`src/design/cpc_pkg.sv`:
```
// Shared types, constants and helpers for the cascaded position checksum block.
package cpc_pkg;

  localparam int CPC_MAX_CHECK_LEN = 15;
  localparam int CPC_BYTE_W        = 8;
  localparam int CPC_CFG_W         = 4;
  localparam int CPC_USER_W        = 4;

  localparam logic [CPC_CFG_W-1:0] CPC_CHECK_LEN_RST = 4'd1;

  localparam logic MODE_GEN    = 1'b0;
  localparam logic MODE_VERIFY = 1'b1;

  localparam int USER_IS_CHECK  = 0;
  localparam int USER_IS_VERDIT = 1;
  localparam int USER_CHECK_OK  = 2;
  localparam int USER_TOO_SHORT = 3;

  localparam logic [CPC_BYTE_W-1:0] SUM_ZERO = 8'h00;
  localparam logic [CPC_BYTE_W-1:0] SUM_ONES = 8'hFF;
  localparam logic [CPC_BYTE_W-1:0] SUM_SUBST = 8'h01;

  typedef enum logic {
    ST_RUN,
    ST_GEN
  } state_t;

  typedef struct packed {
    logic take_byte;
    logic gen_step;
  } cmd_t;

  typedef struct packed {
    logic slot_free;
    logic eff_zero;
    logic gen_last;
  } stat_t;

  function automatic logic [CPC_BYTE_W-1:0] fix_check(input logic [CPC_BYTE_W-1:0] s);
    if (s == SUM_ZERO || s == SUM_ONES) begin
      return SUM_SUBST;
    end
    return s;
  endfunction

endpackage

```
`src/design/cascaded_position_checksum_core.sv`:
```
// Top level of the cascaded position checksum block: controller plus datapath.
//
// Input stream (in_*): one buffer byte per transaction; in_tlast marks the
// last data byte (generate) or last byte of the whole buffer (verify);
// in_tuser is the mode, 0 generate, 1 verify, sampled on every byte.
// Output stream (out_*): echoed data bytes, generated check bytes, or one
// verify verdict per buffer; out_tlast marks the last result of a buffer.
// Configuration: cfg_we writes cfg_wdata into check_len (reset value 1);
// write only while the block is idle.
// A result appears in the output register in the cycle after its transaction.
// The block takes one byte per cycle while the receiver keeps up, limited by the
// single output register; after a generate-mode last byte the controller emits
// check_len check bytes from the running-sum loop, with in_tready low. A verify
// buffer yields no output until its last byte.
// Reset clears the running sum, position, history and count and empties the
// output register. When the receiver stalls, the output register holds and
// in_tready drops until the result is taken.
module cascaded_position_checksum_core
  import cpc_pkg::*;
#(
  parameter int MAX_CHECK_LEN = CPC_MAX_CHECK_LEN
) (
  input  logic                  clk,
  input  logic                  rst_n,
  input  logic                  cfg_we,
  input  logic [CPC_CFG_W-1:0]  cfg_wdata,   // check_len
  input  logic                  in_tvalid,
  output logic                  in_tready,
  input  logic [CPC_BYTE_W-1:0] in_tdata,    // data_byte
  input  logic                  in_tlast,
  input  logic                  in_tuser,    // mode
  output logic                  out_tvalid,
  input  logic                  out_tready,
  output logic [CPC_BYTE_W-1:0] out_tdata,   // out_byte
  output logic [CPC_USER_W-1:0] out_tuser,   // is_check_byte, is_verdict, check_ok, too_short
  output logic                  out_tlast
);

  cmd_t  cmd;
  stat_t stat;

  cpc_ctrl u_ctrl (
    .clk       (clk),
    .rst_n     (rst_n),
    .in_tvalid (in_tvalid),
    .in_tlast  (in_tlast),
    .in_mode   (in_tuser),
    .in_tready (in_tready),
    .stat      (stat),
    .cmd       (cmd)
  );

  cpc_datapath #(
    .MAX_CHECK_LEN (MAX_CHECK_LEN)
  ) u_dp (
    .clk        (clk),
    .rst_n      (rst_n),
    .cfg_we     (cfg_we),
    .cfg_wdata  (cfg_wdata),
    .in_byte    (in_tdata),
    .in_eob     (in_tlast),
    .in_mode    (in_tuser),
    .cmd        (cmd),
    .stat       (stat),
    .out_tvalid (out_tvalid),
    .out_tready (out_tready),
    .out_tdata  (out_tdata),
    .out_tuser  (out_tuser),
    .out_tlast  (out_tlast)
  );

`ifndef SYNTH
  a_no_take_while_gen: assert property (@(posedge clk) disable iff (!rst_n)
    cmd.gen_step |-> !in_tready)
    else $error("input accepted while emitting check bytes");

  a_last_gen_closes: assert property (@(posedge clk) disable iff (!rst_n)
    cmd.gen_step && stat.gen_last |=> out_tvalid && out_tlast && out_tuser[USER_IS_CHECK])
    else $error("final check byte not marked last");

  a_verdict_is_last: assert property (@(posedge clk) disable iff (!rst_n)
    out_tvalid && out_tuser[USER_IS_VERDIT] |-> out_tlast && !out_tuser[USER_IS_CHECK])
    else $error("verdict not marked last or marked as check byte");

  a_short_fails: assert property (@(posedge clk) disable iff (!rst_n)
    out_tvalid && out_tuser[USER_TOO_SHORT] |-> !out_tuser[USER_CHECK_OK])
    else $error("short buffer reported as passing");
`endif

endmodule

```
`src/design/cpc_ctrl.sv`:
```
// Controller: sequences byte intake and the emission of trailing check bytes.
module cpc_ctrl
  import cpc_pkg::*;
(
  input  logic  clk,
  input  logic  rst_n,
  input  logic  in_tvalid,
  input  logic  in_tlast,
  input  logic  in_mode,
  output logic  in_tready,
  input  stat_t stat,
  output cmd_t  cmd
);

  state_t state_r, state_nxt;

  always_ff @(posedge clk) begin
    if (!rst_n) begin
      state_r <= ST_RUN;
    end else begin
      state_r <= state_nxt;
    end
  end

  always_comb begin
    state_nxt     = state_r;
    in_tready     = 1'b0;
    cmd.take_byte = 1'b0;
    cmd.gen_step  = 1'b0;
    case (state_r)
      ST_RUN: begin
        in_tready     = stat.slot_free;
        cmd.take_byte = in_tvalid && stat.slot_free;
        if (cmd.take_byte && in_tlast && in_mode == MODE_GEN && !stat.eff_zero) begin
          state_nxt = ST_GEN;
        end
      end
      ST_GEN: begin
        cmd.gen_step = stat.slot_free;
        if (stat.slot_free && stat.gen_last) begin
          state_nxt = ST_RUN;
        end
      end
      default: begin
        state_nxt = ST_RUN;
      end
    endcase
  end

endmodule

```
`src/design/cpc_datapath.sv`:
```
// Datapath: running sum, position, match history, config register and output register.
module cpc_datapath
  import cpc_pkg::*;
#(
  parameter int MAX_CHECK_LEN = CPC_MAX_CHECK_LEN
) (
  input  logic                  clk,
  input  logic                  rst_n,
  input  logic                  cfg_we,
  input  logic [CPC_CFG_W-1:0]  cfg_wdata,
  input  logic [CPC_BYTE_W-1:0] in_byte,
  input  logic                  in_eob,
  input  logic                  in_mode,
  input  cmd_t                  cmd,
  output stat_t                 stat,
  output logic                  out_tvalid,
  input  logic                  out_tready,
  output logic [CPC_BYTE_W-1:0] out_tdata,
  output logic [CPC_USER_W-1:0] out_tuser,
  output logic                  out_tlast
);

  localparam int SW = $clog2(MAX_CHECK_LEN + 1);

  logic [CPC_CFG_W-1:0]     check_len_r;
  logic [CPC_BYTE_W-1:0]    sum_r, sum_nxt;
  logic [CPC_BYTE_W-1:0]    pos_r, pos_nxt;
  logic [MAX_CHECK_LEN-1:0] hist_r, hist_nxt;
  logic [SW-1:0]            seen_r, seen_nxt;
  logic [CPC_CFG_W-1:0]     remain_r, remain_nxt;
  logic                     clear;

  logic                     ovalid_r, ovalid_nxt;
  logic [CPC_BYTE_W-1:0]    obyte_r, obyte_nxt;
  logic [CPC_USER_W-1:0]    ouser_r, ouser_nxt;
  logic                     olast_r, olast_nxt;

  logic [CPC_CFG_W-1:0]     eff;
  logic [CPC_BYTE_W-1:0]    expect_byte;
  logic [CPC_BYTE_W-1:0]    absorb_byte;
  logic [MAX_CHECK_LEN-1:0] need;
  logic                     short_f;
  logic                     ok_f;

  always_comb begin
    eff = check_len_r;
    if (int'(check_len_r) > MAX_CHECK_LEN) begin
      eff = CPC_CFG_W'(MAX_CHECK_LEN);
    end
    for (int i = 0; i < MAX_CHECK_LEN; i++) begin
      need[i] = i < int'(eff);
    end
  end

  assign expect_byte = fix_check(sum_r);
  assign absorb_byte = cmd.gen_step ? expect_byte : in_byte;

  assign stat.slot_free = !ovalid_r || out_tready;
  assign stat.eff_zero  = eff == '0;
  assign stat.gen_last  = remain_r == CPC_CFG_W'(1);

  always_comb begin
    sum_nxt    = sum_r;
    pos_nxt    = pos_r;
    hist_nxt   = hist_r;
    seen_nxt   = seen_r;
    remain_nxt = remain_r;
    clear      = 1'b0;
    short_f    = 1'b0;
    ok_f       = 1'b0;
    ovalid_nxt = ovalid_r && !out_tready;
    obyte_nxt  = obyte_r;
    ouser_nxt  = ouser_r;
    olast_nxt  = olast_r;

    if (cmd.take_byte) begin
      hist_nxt = MAX_CHECK_LEN'({hist_r, in_byte == expect_byte});
    end
    if (cmd.take_byte || cmd.gen_step) begin
      sum_nxt = sum_r + (absorb_byte ^ pos_r);
      pos_nxt = pos_r + CPC_BYTE_W'(1);
      if (int'(seen_r) < MAX_CHECK_LEN) begin
        seen_nxt = seen_r + SW'(1);
      end
    end
    short_f = int'(seen_r) + 1 < int'(eff) && int'(seen_r) < MAX_CHECK_LEN;
    if (int'(seen_r) >= MAX_CHECK_LEN) begin
      short_f = int'(seen_r) < int'(eff);
    end
    ok_f = !short_f && ((hist_nxt & need) == need);

    if (cmd.take_byte) begin
      if (in_mode == MODE_GEN) begin
        ovalid_nxt = 1'b1;
        obyte_nxt  = in_byte;
        ouser_nxt  = '0;
        olast_nxt  = in_eob && stat.eff_zero;
        if (in_eob) begin
          remain_nxt = eff;
          clear      = stat.eff_zero;
        end
      end else if (in_eob) begin
        ovalid_nxt                 = 1'b1;
        obyte_nxt                  = '0;
        ouser_nxt                  = '0;
        ouser_nxt[USER_IS_VERDIT]  = 1'b1;
        ouser_nxt[USER_CHECK_OK]   = ok_f;
        ouser_nxt[USER_TOO_SHORT]  = short_f;
        olast_nxt                  = 1'b1;
        clear                      = 1'b1;
      end
    end

    if (cmd.gen_step) begin
      ovalid_nxt                = 1'b1;
      obyte_nxt                 = expect_byte;
      ouser_nxt                 = '0;
      ouser_nxt[USER_IS_CHECK]  = 1'b1;
      olast_nxt                 = stat.gen_last;
      remain_nxt                = remain_r - CPC_CFG_W'(1);
      clear                     = stat.gen_last;
    end

    if (clear) begin
      sum_nxt  = '0;
      pos_nxt  = '0;
      hist_nxt = '0;
      seen_nxt = '0;
    end
  end

  always_ff @(posedge clk) begin
    if (!rst_n) begin
      check_len_r <= CPC_CHECK_LEN_RST;
      sum_r       <= '0;
      pos_r       <= '0;
      hist_r      <= '0;
      seen_r      <= '0;
      remain_r    <= '0;
      ovalid_r    <= 1'b0;
    end else begin
      if (cfg_we) begin
        check_len_r <= cfg_wdata;
      end
      sum_r    <= sum_nxt;
      pos_r    <= pos_nxt;
      hist_r   <= hist_nxt;
      seen_r   <= seen_nxt;
      remain_r <= remain_nxt;
      ovalid_r <= ovalid_nxt;
    end
  end

  always_ff @(posedge clk) begin
    obyte_r <= obyte_nxt;
    ouser_r <= ouser_nxt;
    olast_r <= olast_nxt;
  end

  assign out_tvalid = ovalid_r;
  assign out_tdata  = obyte_r;
  assign out_tuser  = ouser_r;
  assign out_tlast  = olast_r;

endmodule
```
`config.mk`:
```
export PLATFORM = sky130hd
export DESIGN_NAME = cascaded_position_checksum_core
export DESIGN_NICKNAME = d
export VERILOG_FILES = /design/src/design/cpc_pkg.sv /design/src/design/cascaded_position_checksum_core.sv /design/src/design/cpc_ctrl.sv /design/src/design/cpc_datapath.sv
export SDC_FILE = /design/constraint.sdc
export NUM_CORES = 1
export LEC_CHECK = 0
export ABC_CLOCK_PERIOD_IN_PS = 3150
export BUFFER_PORTS_ARGS = -buffer_cell sky130_fd_sc_hd__buf_2
export CAP_MARGIN = 20
export CORE_MARGIN = 5
export CORE_UTILIZATION = 40
export CTS_BUF_LIST = sky130_fd_sc_hd__clkbuf_4 sky130_fd_sc_hd__clkbuf_8 sky130_fd_sc_hd__clkbuf_16
export DETAILED_ROUTE_END_ITERATION = 7
export GPL_TIMING_DRIVEN = 0
export PLACE_DENSITY_LB_ADDON = 0.1
export SLEW_MARGIN = 15
export SYNTH_ARGS = -nofsm -noshare
export SYNTH_HDL_FRONTEND = slang
export SYNTH_SLANG_ARGS = --single-unit
```
`constraint.sdc`:
```
create_clock -name clk -period 3.15 [get_ports clk]
set_input_delay 0.315 -clock clk [delete_from_list [all_inputs] [get_ports clk]]
set_output_delay 0.315 -clock clk [all_outputs]
set_load 0.01 [all_outputs]
```
==> out/metrics.cfg <==
[place]
gp_congestion = 0.8797
hpwlAfterDp_um = 6708
placed_cell_area_um2 = 3731
io_buffers = 31

[floorplan]
die_w_um = 102.8
core_area_um2 = 8299
rows = 33
die_h_um = 102.8
dieArea_um2 = 10570
io_pins = 34
start_util_pct = 41.50

[sta]
hold_viol = 0
finalCriticalPeriod_ns = 3.067
rsz0062_at_grt = yes
drv_slew = 0
setup_tns_ns = 0
final.setup_skew_ns = 0.009772
finalCritPeriodShare_pct = 97.37
worst_pin_slew_ns = 0.7152
hold_ws_ns = 0.1771
max_slew_margin_pct = 52.32
max_freq_mhz = 326.0
finalSetupViolCount = 0

[critical_path]
crit_start = u_dp.sum_r[5]
cp.required_ns = 3.43
slowest_delay_ns = 0.55
reg2reg_to = u_dp.sum_r[7]
worstPathCellList = or4_4 > nor3_4 > nor3_4 > a22o_1 > xor2_2 > ha_1 > a21o_1 > a21oi_2 > o211ai_1 > and3_1 > mux2_4 > a211oi_2
start_kind = flop
rrSetupSlack_ns = 0.08
r2r-start = u_dp.sum_r[5]
worst-path-max-fanout = 5
rr_worst_depth = 12
critPathKind = flop to flop
cp-end-kind = flop
worstPathArrival_ns = 3.34
cp_common_cell = nor3_4
slowest_stage = or4_4

[yosys]
synth.distinct_cells = 59
yosys_warnings = 0
synth_area_um2 = 3445
synthesis.nets = 457
synth_area_leaders = dfxtp_1 28%, edfxtp_1 7.8%, nand2_1 7.0%, ha_1 6.2%, a21oi_1 5.1%
synth_async_sr_flop_share_pct = 0
yosysTopAreaCell = dfxtp_1
seq_area_frac_synth_pct = 36.32
avgSynthCellArea_um2 = 8.201
netlist_instances = 420
synth_edf_count = 9
ys.flop_type = dfxtp_1
synth_top_area_share_pct = 28.48
ys_ff_latch = 58

[clocking]
clk_path_buf_depth = 2
cts_buffers = 9
cts_hold_buf = 0
cts.htree.levels = 3
cts_tree = built
clk_pin_slew_worst_paths_ns = 0.08
clock_latency_ns = 0.35
root_buffer = clkbuf_8
cts.sinks = 58

[global_route]
grt_pass1_vias = 3041
grt_pass1_wl_um = 15480
grt_max_degree = 11
grt_use_total_pct = 18.67
grt_overflow = 0
antenna_found_initial = 0

[power]
total_leakage_power_nw = 1.622
max-vdd-ir-drop_uv = 211.1
power_per_cell_area_nw_per_um2 = 507.9
fin_total_pwr_mw = 2.087

[finish]
design_area_um2 = 4109
layout-drive-gt1-share_pct = 18.30
final_nets = 502
regArea_um2 = 1260
fillers = 819
multi_input_area_um2 = 2163
n_antenna_cell = 0
area_growth_syn_to_layout_pct = 19.29

[route]
initialDrtViolationCount = 186
ant_nets = 0
post_drt_via_cell_ratio = 5.626
drt-pass1-iter-count = 4
finalWirelength_um = 9303
vias = 3235
route.detailed.wl_per_inst_um = 16.18
drc = 0

[job]
drv_cap = 0

[worst_hold_path]
hold_start = cfg_wdata[0]
min_path_cells = 3
holdPathEnd = u_dp.check_len_r[0]
hold_class = primary input to flop

[run_status]
outcome = complete, no violations

-- placed cells by master, fill, tap and decap left out, types with 3 or more instances in the layout --
| cell | count |
|---|---|
| nor2b_1 | 10 |
| buf_2 | 33 |
| clkbuf_1 | 12 |
| a21oi_2 | 3 |
| buf_4 | 8 |
| ha_1 | 16 |
| nor4_1 | 5 |
| nor2_1 | 34 |
| mux2i_1 | 5 |
| xnor2_1 | 10 |
| clkinv_2 | 3 |
| inv_1 | 18 |
| dfxtp_1 | 46 |
| nor3_1 | 7 |
| edfxtp_1 | 9 |
| nand3_1 | 11 |
| xor2_1 | 12 |
| a211oi_1 | 4 |
| o21ai_0 | 16 |
| nand2b_1 | 7 |
| a222oi_1 | 3 |
| o211ai_1 | 6 |
| o2111ai_1 | 3 |
| or4_1 | 3 |
| nand2_1 | 63 |
| a21oi_1 | 32 |
| clkbuf_8 | 12 |
| nand4_1 | 5 |
| a22o_1 | 11 |
| a21boi_0 | 3 |
-- metrics by stage --
stage	utilization (%)	instances	setup slack [ns]
floorplan	-	420	0.01926
global placement	44.96	556	-0.7062
detailed placement	44.96	556	-0.7365
CTS	48.58	574	0.002960
global route	49.51	575	-0.05191
finish	49.51	575	0.08291
-- cell families (layout without fill, tap and decap cells) --
kind of cell / after synthesis / count (layout) / share of synthesized area (%)
XOR/XNOR: 23 / 23 / 5.848
adder cells (fa/ha/maj): 18 / 18 / 6.756
buffers and inverters: 38 / 88 / 4.359
flip-flops: 58 / 58 / 36.32
AND/OR/NAND/NOR: 165 / 165 / 22.67
multiplexers: 7 / 7 / 2.107
AO/OA/AOI/OAI: 111 / 111 / 21.94
-- where the power goes --
| part | total, mW | switching, mW | internal [mW] |
|---|---|---|---|
| Combinational | 0.502 | 0.286 | 0.217 |
| Sequential | 0.856 | 0.0526 | 0.803 |
| Clock | 0.729 | 0.324 | 0.405 |
-- how the worst max path moves through the flow --
stage	to	slack, ns	depth (start not counted)
after floorplan	u_dp.sum_r[7]	0.02	12
after global placement	u_dp.sum_r[6]	-0.71	15
after detailed placement	u_dp.sum_r[6]	-0.74	15
after CTS	u_dp.sum_r[7]	0.003	13
after global routing	u_dp.sum_r[7]	-0.05	12
final	u_dp.sum_r[7]	0.08	12
-- metal layers --
layer  vias to the layer above  global-route usage [%]  part of all wire [%]
met2                        93                   28.10                    44
met5                         -                       0                     0
met1                      1508                   26.61                    48
met4                         0                   7.470                   1.7
met3                        12                   3.112                   5.6
li1                       1622                       -                     -
-- worst max-delay path: cells and delay by family (launching register included) --
family / cells / cell delay (ns)
AO/OA/AOI/OAI: 5 / 0.89
multiplexers: 1 / 0.27
flip-flops: 1 / 0.36
adder cells (fa/ha/maj): 1 / 0.30
XOR/XNOR: 1 / 0.16
AND/OR/NAND/NOR: 4 / 1.02
-- what timing repair did --
item,4_1_cts,5_1_grt
pin swaps,4,15
setup endpoints to repair,5,4
endpoints found under the hold margin,0,0
setup buffers,3,2
gates resized for setup,23,20
-- registers in the layout, summed over array words and instances (netlist names) --
register and cells:
u_dp.out_tuser 4, u_dp.out_tlast 1, u_dp.sum_r 8, u_dp.hist_r 15, u_dp.check_len_r 4, u_dp.out_tvalid 1, u_dp.out_tdata 8, u_dp.seen_r 4
u_dp.pos_r 8, u_ctrl.state_r 1, u_dp.remain_r 4
-- cell type report --
type	instances	share of cell area, %
Buffer	18	2.223
Clock buffer	11	3.685
Clock inverter	5	1.248
Inverter	18	1.644
Multi-Input combinational cell	324	52.65
Sequential cell	58	30.66
Tap cell	105	3.197
Timing Repair Buffer	36	4.689
-- Yosys cell counts (6+ instances only) --
cell type,n
nand2_1,64
dfxtp_1,49
nor2_1,36
a21oi_1,35
inv_1,18
o21ai_0,18
ha_1,17
clkbuf_1,16
xor2_1,13
a22o_1,11
nand3_1,11
nor2b_1,11
nor3_1,11
xnor2_1,10
edfxtp_1,9
nand2b_1,8
o211ai_1,6
Power figures use the tool's default switching activity.
